<file path="src/ycs_pkg.sv">
package ycs_pkg;

    localparam int LumaWidth   = 8;
    localparam int ChanWidth   = 8;
    localparam int ChromaWidth = 8;
    localparam int ProdWidth   = 17;
    localparam int TermWidth   = 10;
    localparam int SumWidth    = 11;
    localparam int SlotWidth   = 2;
    localparam int LumaCount   = 4;

    localparam logic [1:0] FMT_YUYV = 2'd0;
    localparam logic [1:0] FMT_NV12 = 2'd1;
    localparam logic [1:0] FMT_NV21 = 2'd2;

    localparam logic [SlotWidth-1:0] SLOT_PAIR_LAST = 2'd1;
    localparam logic [SlotWidth-1:0] SLOT_QUAD_LAST = 2'd3;

    localparam logic signed [ProdWidth-1:0] K_RV = 17'sd103;
    localparam logic signed [ProdWidth-1:0] K_GU = 17'sd88;
    localparam logic signed [ProdWidth-1:0] K_GV = 17'sd183;
    localparam logic signed [ProdWidth-1:0] K_BU = 17'sd197;

    localparam logic signed [SumWidth-1:0] CHAN_MAX = 11'sd255;

    typedef logic [LumaWidth-1:0] luma_t;

    typedef struct packed {
        luma_t [LumaCount-1:0]        luma;
        logic signed [TermWidth-1:0]  rt;
        logic signed [TermWidth-1:0]  gt;
        logic signed [TermWidth-1:0]  bt;
        logic                         quad;
        logic                         fend;
    } group_t;

    function automatic logic [ChanWidth-1:0] clamp8(input logic signed [SumWidth-1:0] s);
        logic [ChanWidth-1:0] r;
        if (s < 0)
        begin
            r = '0;
        end
        else if (s > CHAN_MAX)
        begin
            r = '1;
        end
        else
        begin
            r = s[ChanWidth-1:0];
        end
        return r;
    endfunction

endpackage

</file>
<file path="src/yuv_chroma_shared_to_rgb888.sv">
// Converts one chroma-sharing group per input word into RGB888 pixels, one pixel per output
// word in slot order a, b, c, d: two pixels in YUYV mode, four in NV12 and NV21 modes, where
// NV21 takes the chroma bytes in V, U order. The shared color terms pass through three
// registered stages (chroma capture, constant multiplies, term sums), and a serializer then
// adds each luma, clamps and registers one pixel per cycle while the output is not stalled.
// The pipeline takes a new group every cycle while the serializer has room. The
// color_format register lies at byte address 0; it is to be written only while the block
// is idle, which the block itself does not enforce.
module yuv_chroma_shared_to_rgb888 (
    input  logic        clk,
    input  logic        rst_n,
    input  logic        psel,
    input  logic        penable,
    input  logic        pwrite,
    input  logic [2:0]  paddr,
    input  logic [31:0] pwdata,
    output logic [31:0] prdata,
    output logic        pready,
    input  logic        s_tvalid,
    output logic        s_tready,
    // luma_a, luma_b, luma_c, luma_d, chroma_first, chroma_second
    input  logic [47:0] s_tdata,
    input  logic        s_tlast,
    output logic        m_tvalid,
    input  logic        m_tready,
    // red, green, blue, pixel_slot, zero padding
    output logic [31:0] m_tdata,
    output logic        m_tlast,
    // frame_done
    output logic        m_tuser
);
    import ycs_pkg::*;

    logic [1:0] fmt_reg;
    logic       grp_valid, grp_ready;
    group_t     grp;

    assign pready = 1'b1;
    assign prdata = (paddr[2] == 1'b0) ? {30'd0, fmt_reg} : 32'd0;

    always_ff @(posedge clk or negedge rst_n)
    begin
        if (!rst_n)
        begin
            fmt_reg <= FMT_YUYV;
        end
        else if (psel && penable && pwrite && pready && (paddr[2] == 1'b0))
        begin
            fmt_reg <= pwdata[1:0];
        end
    end

    ycs_terms u_terms (
        .clk          (clk),
        .rst_n        (rst_n),
        .in_valid     (s_tvalid),
        .in_ready     (s_tready),
        .in_data      (s_tdata),
        .in_fend      (s_tlast),
        .color_format (fmt_reg),
        .grp_valid    (grp_valid),
        .grp_ready    (grp_ready),
        .grp          (grp)
    );

    ycs_serializer u_ser (
        .clk       (clk),
        .rst_n     (rst_n),
        .grp_valid (grp_valid),
        .grp_ready (grp_ready),
        .grp       (grp),
        .out_valid (m_tvalid),
        .out_ready (m_tready),
        .out_data  (m_tdata),
        .out_last  (m_tlast),
        .out_fdone (m_tuser)
    );

endmodule

</file>
<file path="src/ycs_terms.sv">
module ycs_terms (
    input  logic                clk,
    input  logic                rst_n,
    input  logic                in_valid,
    output logic                in_ready,
    input  logic [47:0]         in_data,
    input  logic                in_fend,
    input  logic [1:0]          color_format,
    output logic                grp_valid,
    input  logic                grp_ready,
    output ycs_pkg::group_t     grp
);
    import ycs_pkg::*;

    logic en1, en2, en3;
    logic v1_reg, v2_reg, v3_reg;

    luma_t [LumaCount-1:0]          luma1_reg, luma2_reg;
    logic signed [ChromaWidth-1:0]  u1_reg, v1d_reg;
    logic signed [ChromaWidth-1:0]  u2_reg, v2d_reg;
    logic                           quad1_reg, quad2_reg, fend1_reg, fend2_reg;
    logic signed [ProdWidth-1:0]    p_rv_reg, p_gu_reg, p_gv_reg, p_bu_reg;
    group_t                         grp_reg;

    logic [ChromaWidth-1:0]         c_first, c_second;
    logic signed [ChromaWidth-1:0]  u_next, v_next;
    logic                           swap;

    assign en3      = !v3_reg || grp_ready;
    assign en2      = !v2_reg || en3;
    assign en1      = !v1_reg || en2;
    assign in_ready = en1;

    assign c_first  = in_data[39:32];
    assign c_second = in_data[47:40];
    assign swap     = (color_format == FMT_NV21);
    // Flipping the top bit of a byte subtracts the offset of 128.
    assign u_next   = swap ? $signed({~c_second[7], c_second[6:0]})
                           : $signed({~c_first[7], c_first[6:0]});
    assign v_next   = swap ? $signed({~c_first[7], c_first[6:0]})
                           : $signed({~c_second[7], c_second[6:0]});

    always_ff @(posedge clk or negedge rst_n)
    begin
        if (!rst_n)
        begin
            v1_reg <= 1'b0;
            v2_reg <= 1'b0;
            v3_reg <= 1'b0;
        end
        else
        begin
            if (en1)
            begin
                v1_reg <= in_valid;
            end
            if (en2)
            begin
                v2_reg <= v1_reg;
            end
            if (en3)
            begin
                v3_reg <= v2_reg;
            end
        end
    end

    always_ff @(posedge clk)
    begin
        if (en1 && in_valid)
        begin
            luma1_reg <= in_data[31:0];
            u1_reg    <= u_next;
            v1d_reg   <= v_next;
            quad1_reg <= (color_format == FMT_NV12) || (color_format == FMT_NV21);
            fend1_reg <= in_fend;
        end
        if (en2 && v1_reg)
        begin
            luma2_reg <= luma1_reg;
            u2_reg    <= u1_reg;
            v2d_reg   <= v1d_reg;
            quad2_reg <= quad1_reg;
            fend2_reg <= fend1_reg;
            p_rv_reg  <= ProdWidth'(v1d_reg) * K_RV;
            p_gu_reg  <= ProdWidth'(u1_reg) * K_GU;
            p_gv_reg  <= ProdWidth'(v1d_reg) * K_GV;
            p_bu_reg  <= ProdWidth'(u1_reg) * K_BU;
        end
        if (en3 && v2_reg)
        begin
            grp_reg.luma <= luma2_reg;
            grp_reg.rt   <= TermWidth'(v2d_reg) + TermWidth'($signed(p_rv_reg[16:8]));
            grp_reg.gt   <= TermWidth'($signed(p_gu_reg[16:8]))
                          + TermWidth'($signed(p_gv_reg[16:8]));
            grp_reg.bt   <= TermWidth'(u2_reg) + TermWidth'($signed(p_bu_reg[16:8]));
            grp_reg.quad <= quad2_reg;
            grp_reg.fend <= fend2_reg;
        end
    end

    assign grp_valid = v3_reg;
    assign grp       = grp_reg;

endmodule

</file>
<file path="src/ycs_serializer.sv">
module ycs_serializer (
    input  logic                clk,
    input  logic                rst_n,
    input  logic                grp_valid,
    output logic                grp_ready,
    input  ycs_pkg::group_t     grp,
    output logic                out_valid,
    input  logic                out_ready,
    output logic [31:0]         out_data,
    output logic                out_last,
    output logic                out_fdone
);
    import ycs_pkg::*;

    logic                  hold_valid_reg, hold_valid_next;
    logic [SlotWidth-1:0]  slot_reg, slot_next;
    group_t                hold_reg;
    logic                  ov_reg, ov_next;
    logic [ChanWidth-1:0]  red_reg, green_reg, blue_reg;
    logic [SlotWidth-1:0]  oslot_reg;
    logic                  olast_reg, ofdone_reg;

    logic                  out_free, emit, is_last, load;
    luma_t                 y;
    logic signed [SumWidth-1:0] y_s, sum_r, sum_g, sum_b;

    assign out_free  = !ov_reg || out_ready;
    assign emit      = hold_valid_reg && out_free;
    assign is_last   = hold_reg.quad ? (slot_reg == SLOT_QUAD_LAST)
                                     : (slot_reg == SLOT_PAIR_LAST);
    assign grp_ready = !hold_valid_reg || (emit && is_last);
    assign load      = grp_valid && grp_ready;

    assign y     = hold_reg.luma[slot_reg];
    assign y_s   = $signed({3'b000, y});
    assign sum_r = y_s + SumWidth'(hold_reg.rt);
    assign sum_g = y_s - SumWidth'(hold_reg.gt);
    assign sum_b = y_s + SumWidth'(hold_reg.bt);

    always_comb
    begin
        hold_valid_next = hold_valid_reg;
        slot_next       = slot_reg;
        ov_next         = ov_reg && !out_ready;
        if (emit)
        begin
            ov_next = 1'b1;
            if (is_last)
            begin
                hold_valid_next = 1'b0;
            end
            else
            begin
                slot_next = slot_reg + 1'b1;
            end
        end
        if (load)
        begin
            hold_valid_next = 1'b1;
            slot_next       = '0;
        end
    end

    always_ff @(posedge clk or negedge rst_n)
    begin
        if (!rst_n)
        begin
            hold_valid_reg <= 1'b0;
            slot_reg       <= '0;
            ov_reg         <= 1'b0;
        end
        else
        begin
            hold_valid_reg <= hold_valid_next;
            slot_reg       <= slot_next;
            ov_reg         <= ov_next;
        end
    end

    always_ff @(posedge clk)
    begin
        if (load)
        begin
            hold_reg <= grp;
        end
        if (emit)
        begin
            red_reg    <= clamp8(sum_r);
            green_reg  <= clamp8(sum_g);
            blue_reg   <= clamp8(sum_b);
            oslot_reg  <= slot_reg;
            olast_reg  <= is_last;
            ofdone_reg <= is_last && hold_reg.fend;
        end
    end

    assign out_valid = ov_reg;
    assign out_data  = {6'b000000, oslot_reg, blue_reg, green_reg, red_reg};
    assign out_last  = olast_reg;
    assign out_fdone = ofdone_reg;

endmodule

</file>
<file path="config.mk">
export PLATFORM = sky130hd
export DESIGN_NAME = yuv_chroma_shared_to_rgb888
export DESIGN_NICKNAME = d
export VERILOG_FILES = /design/src/ycs_pkg.sv /design/src/yuv_chroma_shared_to_rgb888.sv /design/src/ycs_terms.sv /design/src/ycs_serializer.sv
export SDC_FILE = /design/constraint.sdc
export NUM_CORES = 1
export LEC_CHECK = 0
export ABC_AREA = 1
export CAP_MARGIN = 10
export CORE_MARGIN = 3
export CORE_UTILIZATION = 55
export CTS_BUF_LIST = sky130_fd_sc_hd__clkbuf_2
export DETAILED_ROUTE_END_ITERATION = 6
export DONT_BUFFER_PORTS = 1
export PLACE_DENSITY_LB_ADDON = 0.25
export SYNTH_ARGS = -nofsm -noshare
export SYNTH_HDL_FRONTEND = slang
export SYNTH_SLANG_ARGS = --single-unit
</file>
<file path="constraint.sdc">
create_clock -name clk -period 10.46 [get_ports clk]
set_input_delay 2.092 -clock clk [delete_from_list [all_inputs] [get_ports clk]]
set_output_delay 2.092 -clock clk [all_outputs]
set_load 0.1 [all_outputs]
</file>
Word level (Yosys, flattened, before mapping)

Cells that the tools add are included.

Bits of input ports: 91
Register bits after elaboration: 328
Output and inout port bits: 69

Add/subtract/negate cells: 7
Mux-type cells: 16
Eq/ne operators: 5
Reductions and logical operators: 27
Bitwise gates (word level): 3
$lt $le $gt $ge: 7
Multipliers: 4

Operators by type and width:

| cell                                                            | count |
|---|---|
| 2-to-1 mux 8 bit                                                | 6 |
| multiplier 8 x 9 -> 17 bit (second input constant)              | 2 |
| greater-than comparator 11 x 9 -> 1 bit (second input constant) | 3 |
| less-than comparator 11 x 1 -> 1 bit (second input constant)    | 3 |
| adder 9 x 10 -> 11 bit                                          | 2 |
| adder 8 x 9 -> 10 bit                                           | 2 |
| binary-select mux 8 bit (select 2 bit)                          | 1 |
| multiplier 8 x 8 -> 16 bit (second input constant)              | 1 |
| multiplier 8 x 5 -> 13 bit (second input constant)              | 1 |
| logical AND 1 bit                                               | 11 |
| subtractor 9 x 10 -> 11 bit                                     | 1 |
| adder 8 x 8 -> 9 bit                                            | 1 |
| 2-to-1 mux 2 bit                                                | 4 |
| logical NOT 1 bit                                               | 6 |
| logical OR 1 bit                                                | 6 |
| 2-to-1 mux 1 bit                                                | 5 |
| == test 2 x 1 -> 1 bit (second input constant)                  | 2 |
| == test 2 bit (second input constant)                           | 2 |
| AND reduction 2 bit                                             | 2 |
| nonzero test 2 bit                                              | 2 |
| less-than comparator 2 x 3 -> 1 bit (second input constant)     | 1 |
| NOT 1 bit                                                       | 3 |
| adder 2 x 1 -> 2 bit (second input constant)                    | 1 |
| != test 2 bit (second input constant)                           | 1 |

Depth between registers and ports, before layout

Depth in word-level cells: 9
Depth in mapped cells: 17
Gate-level depth less buffers: 17

Modules after synthesis

From an unflattened synthesis, not the netlist that was laid out.

Cells, all modules: 1551
Area, all modules: 16940.0 sq um

By module, submodules not included:

| module                      | cells each | sequential area each (sq um) | area an instance (sq um) | times used |
|---|---|---|---|---|
| ycs_terms                   | 1029       | 5990.7                       | 11740.0                  | 1 |
| ycs_serializer              | 472        | 2862.7                       | 4848.4                   | 1 |
| yuv_chroma_shared_to_rgb888 | 50         | 50.0                         | 351.6                    | 1 |

Worst setup path before layout

No wires, ideal clock.

Path type: input to register
Start: input m_tready
End: register u_ser.hold_reg[0] (netlist name), enable pin
Slack: 4.912 ns
Arrival time: 5.059 ns
Setup time: 0.488 ns
Buffers on the path: 0
Data required time: 9.972 ns
Stages on the path: 4
Path through: inv_1 -> nand2_1 -> a21oi_4 -> nor2_1

Longest elaborated chain between the ends: 5

Ends and longest elaborated chain:

| element              | RTL line                          | source |
|---|---|---|
| start, declared      | yuv_chroma_shared_to_rgb888.sv:25 | `input logic m_tready,` |
| logical OR 1 bit     | ycs_serializer.sv:27              | `assign out_free = !ov_reg \|\| out_ready;` |
| logical AND 1 bit    | ycs_serializer.sv:28              | `assign emit = hold_valid_reg && out_free;` |
| logical AND 1 bit    | ycs_serializer.sv:31              | `assign grp_ready = !hold_valid_reg \|\| (emit && is_last);` |
| logical OR 1 bit     | ycs_serializer.sv:31              |  |
| logical AND 1 bit    | ycs_serializer.sv:32              | `assign load = grp_valid && grp_ready;` |
| end signal, assigned | ycs_serializer.sv:84              | `hold_reg <= grp;` |
| end, declared        | ycs_serializer.sv:17              | `group_t hold_reg;` |

No other way between the ends.
A chain may end at the register's enable or synchronous reset.

Worst setup path after layout

Start: register u_ser.slot_reg[0]
End: output s_tready

Longest elaborated chain between the ends: 7
Elaborated cells on any way between the ends: 8
Those cells by class: eq/ne: 2; mux: 1; reduce/logical: 5

Ends and longest elaborated chain:

| element                                                 | RTL line                                   | source |
|---|---|---|
| start, declared                                         | ycs_serializer.sv:16                       | `logic [SlotWidth-1:0] slot_reg, slot_next;` |
| start signal, assigned                                  | ycs_serializer.sv:75                       | `slot_reg <= slot_next;` |
| == test 2 x 1 -> 1 bit or == test 2 bit (tied branches) | ycs_serializer.sv:30, ycs_serializer.sv:29 |  |
| 2-to-1 mux 1 bit *                                      | ycs_serializer.sv:29                       | `assign is_last = hold_reg.quad ? (slot_reg == SLOT_QUAD_LAST)` |
| named net u_ser.is_last                                 | ycs_serializer.sv:23                       | `logic out_free, emit, is_last, load;` |
| logical AND 1 bit *                                     | ycs_serializer.sv:31                       |  |
| logical OR 1 bit *                                      | ycs_serializer.sv:31                       |  |
| logical OR 1 bit *                                      | ycs_terms.sv:29                            | `assign en3 = !v3_reg \|\| grp_ready;` |
| logical OR 1 bit *                                      | ycs_terms.sv:30                            | `assign en2 = !v2_reg \|\| en3;` |
| logical OR 1 bit *                                      | ycs_terms.sv:31                            | `assign en1 = !v1_reg \|\| en2;` |
| end, declared                                           | yuv_chroma_shared_to_rgb888.sv:20          | `output logic s_tready,` |

The timed path passes the listed nets; every way through them passes the cells marked *.

==> results.toml <==
[worst_setup_path]
critical_path_class = "reg2out"
r2r_cells = 15
crit_arrival_ps = 3370
worstReg2RegStart = "u_terms.v1d_reg[7]$_DFFE_PP_"
cpPeakStageDelay_ps = 830
crit_path_end = "s_tready"
crit_path_max_fanout = 21
critPathBufInv = 1
critPathSlowestCell = "dfrtp_1"
path_depth = 4
cp-startpoint = "u_ser.slot_reg[0]$_DFFE_PN0P_"
start_kind = "register"
path_cells = "clkinv_1 -> nor2_2 -> a21oi_4 -> nand4_2"
crit_family = "simple AND/OR/NAND/NOR gates"
required_ps = 8370
r2r_slack_ps = 6390
r2r_end = "u_terms.p_gv_reg[15]$_DFFE_PP_"
worstSetupEndpointType = "output pin"

[final_layout]
drive_gt1_share_pct = 8.35
nets = 1929
multi_input_area_sq_um = 6820
fillers = 2509
seqCellArea_sq_um = 8870
final_cells = 2044
finish.utilization_pct = 59.7
syn_to_final_growth_pct = 5.90

[clock_network]
cts-root-buf = "clkbuf_2"
clkSinkCount = 297
path_clk_slew_ps = 90
cts_buffer_depth = 3
clock_latency_ps = 840
postCtsSetupBuffers = 0
numCtsBuffers = 75
hold_buffers = 0
cts_tree = "yes"
cts.htree.levels = 3
cts-resized-gates = 0

[logic_synthesis]
synth_top_area_share_pct = 51.2
async_reset_ff_share_pct = 3.03
syn_area_per_cell_sq_um = 11.0
synth_edf_count = 288
ys_top_cells_by_count = "edfxtp_1 (288), inv_1 (271), nand2_1 (257)"
seq_area_frac_synth_pct = 52.5
synth_area_leaders = "edfxtp_1 (51%), ha_1 (13%), fa_1 (6.4%)"
ys_ff_latch = 297
netlist_instances = 1541
post-synth-top-area-cell = "edfxtp_1"
yosysMostFrequentCell = "edfxtp_1"
yosysUniqueCellTypes = 38
netlist_area_sq_um = 16900
synthFlopType = "edfxtp_1"
yosys_warnings = 0

[global_route]
grt_max_degree = 85
grt_first_pass_wirelength_um = 48900
track_usage_pct = 18.2
antenna_found_initial = 1
grt_pass1_vias = 10500
overflow = 0

[min_path]
hp-class = "reg2reg"

[timing]
rsz0062_at_grt = "false"
maxSlewHeadroom_pct = 23.9
clock_skew_ps = 101
drv_slew = 0
tns_ps = 0
finalHoldViolCount = 0
fin_crit_ps = 5470
hold_ws_ps = 385
setup_viol_count_final = 0
min_period_over_period_pct = 52.3
fmax_ghz = 0.183
worst_pin_slew_ps = 1140

[detailed_routing]
dr.pass1.iters = 5
route.detailed.drc = 0
vias_per_cell = 5.11
drt-initial-drc-count = 607
ant_nets = 0
vias = 10500
wl_per_cell_um = 14.3
routed_wl_um = 29300

[floorplan]
core_area_sq_um = 30000
die-area_sq_um = 32800
die-height_um = 181
io_pins = 160
dieWidth_um = 181
start_util_pct = 56.4
core.rowCount = 63

[outcome]
status = "complete, no violations"

[flow_run]
cap_violations = 0

[place]
port_buffers = 0
placedCellCount = 1926
dp_hpwl_um = 22200
routabilityCongestion = 0.855
-- cell usage in the layout (no fill, tap or decap), types with 4 or more instances in the layout --
cell | netlist | routed
nand4_1 | 17 | 17
o22ai_1 | 7 | 7
clkbuf_2 | 0 | 106
a21oi_1 | 84 | 83
clkinv_1 | 1 | 4
dfrtp_1 | 9 | 9
inv_1 | 271 | 269
edfxtp_1 | 288 | 288
ha_1 | 171 | 171
nand3_1 | 83 | 83
nor2_1 | 85 | 81
xnor2_1 | 24 | 24
o21ai_0 | 47 | 47
buf_4 | 37 | 5
nand3b_1 | 7 | 7
conb_1 | 2 | 37
a21o_1 | 6 | 6
o21ai_1 | 7 | 7
fa_1 | 54 | 54
inv_2 | 5 | 6
xor2_1 | 40 | 40
nand2_1 | 257 | 257
o21bai_1 | 9 | 9
-- worst min-delay path by stage --
stage | from | endpoint | slack (ps) | cells past startpoint
finish | u_terms.luma1_reg[26]$_DFFE_PP_ | u_terms.luma2_reg[26]$_DFFE_PP_ | 390 | 0
global route | u_terms.luma1_reg[6]$_DFFE_PP_ | u_terms.luma2_reg[6]$_DFFE_PP_ | 390 | 0
CTS | u_terms.luma1_reg[6]$_DFFE_PP_ | u_terms.luma2_reg[6]$_DFFE_PP_ | 380 | 0
detailed placement | u_terms.grp[16]$_DFFE_PP_ | u_ser.hold_reg[16]$_DFFE_PP_ | 400 | 0
global placement | u_terms.luma1_reg[19]$_DFFE_PP_ | u_terms.luma2_reg[19]$_DFFE_PP_ | 400 | 0
floorplan | u_terms.grp[0]$_DFFE_PP_ | u_ser.hold_reg[0]$_DFFE_PP_ | 400 | 0
-- stage by stage --
step	instance area (sq um)	setup slack (ps)
2_1_floorplan	17000	4910
3_3_place_gp	17300	5160
3_5_place_dp	17300	5130
4_1_cts	17900	4960
5_1_grt	17900	4680
6_report	17900	4990
-- cell families after synthesis --
group / synth area share, %
adders and majority gates: 19.1
xor gates and xnor gates: 3.32
buffers and inverters: 7.99
and+or+nand+nor: 11.5
DFF: 52.5
AOI/OAI and AO/OA: 5.50
other: 0.0445
-- layer usage --
metal	track usage, %	up-vias	routed length (um)
li1	-	5266	-
met1	24.7	4840	13500
met2	29.8	294	13800
met3	3.52	51	1510
met4	5.48	0	528
met5	0	-	0
-- final cells by class --
| type | count | area share, % |
|---|---|---|
| multi-input combinational | 957 | 38.1 |
| timing repair buffer | 5 | 0.210 |
| inverter | 277 | 5.82 |
| antenna | 1 | 0.0140 |
| clock buffer | 106 | 2.97 |
| sequential | 297 | 49.6 |
| tap | 390 | 2.73 |
| clock inverter | 11 | 0.518 |
Power is left out: the tool's default activity adds up to more than one toggle a clock period on the data nets, which glitch-free logic cannot reach.
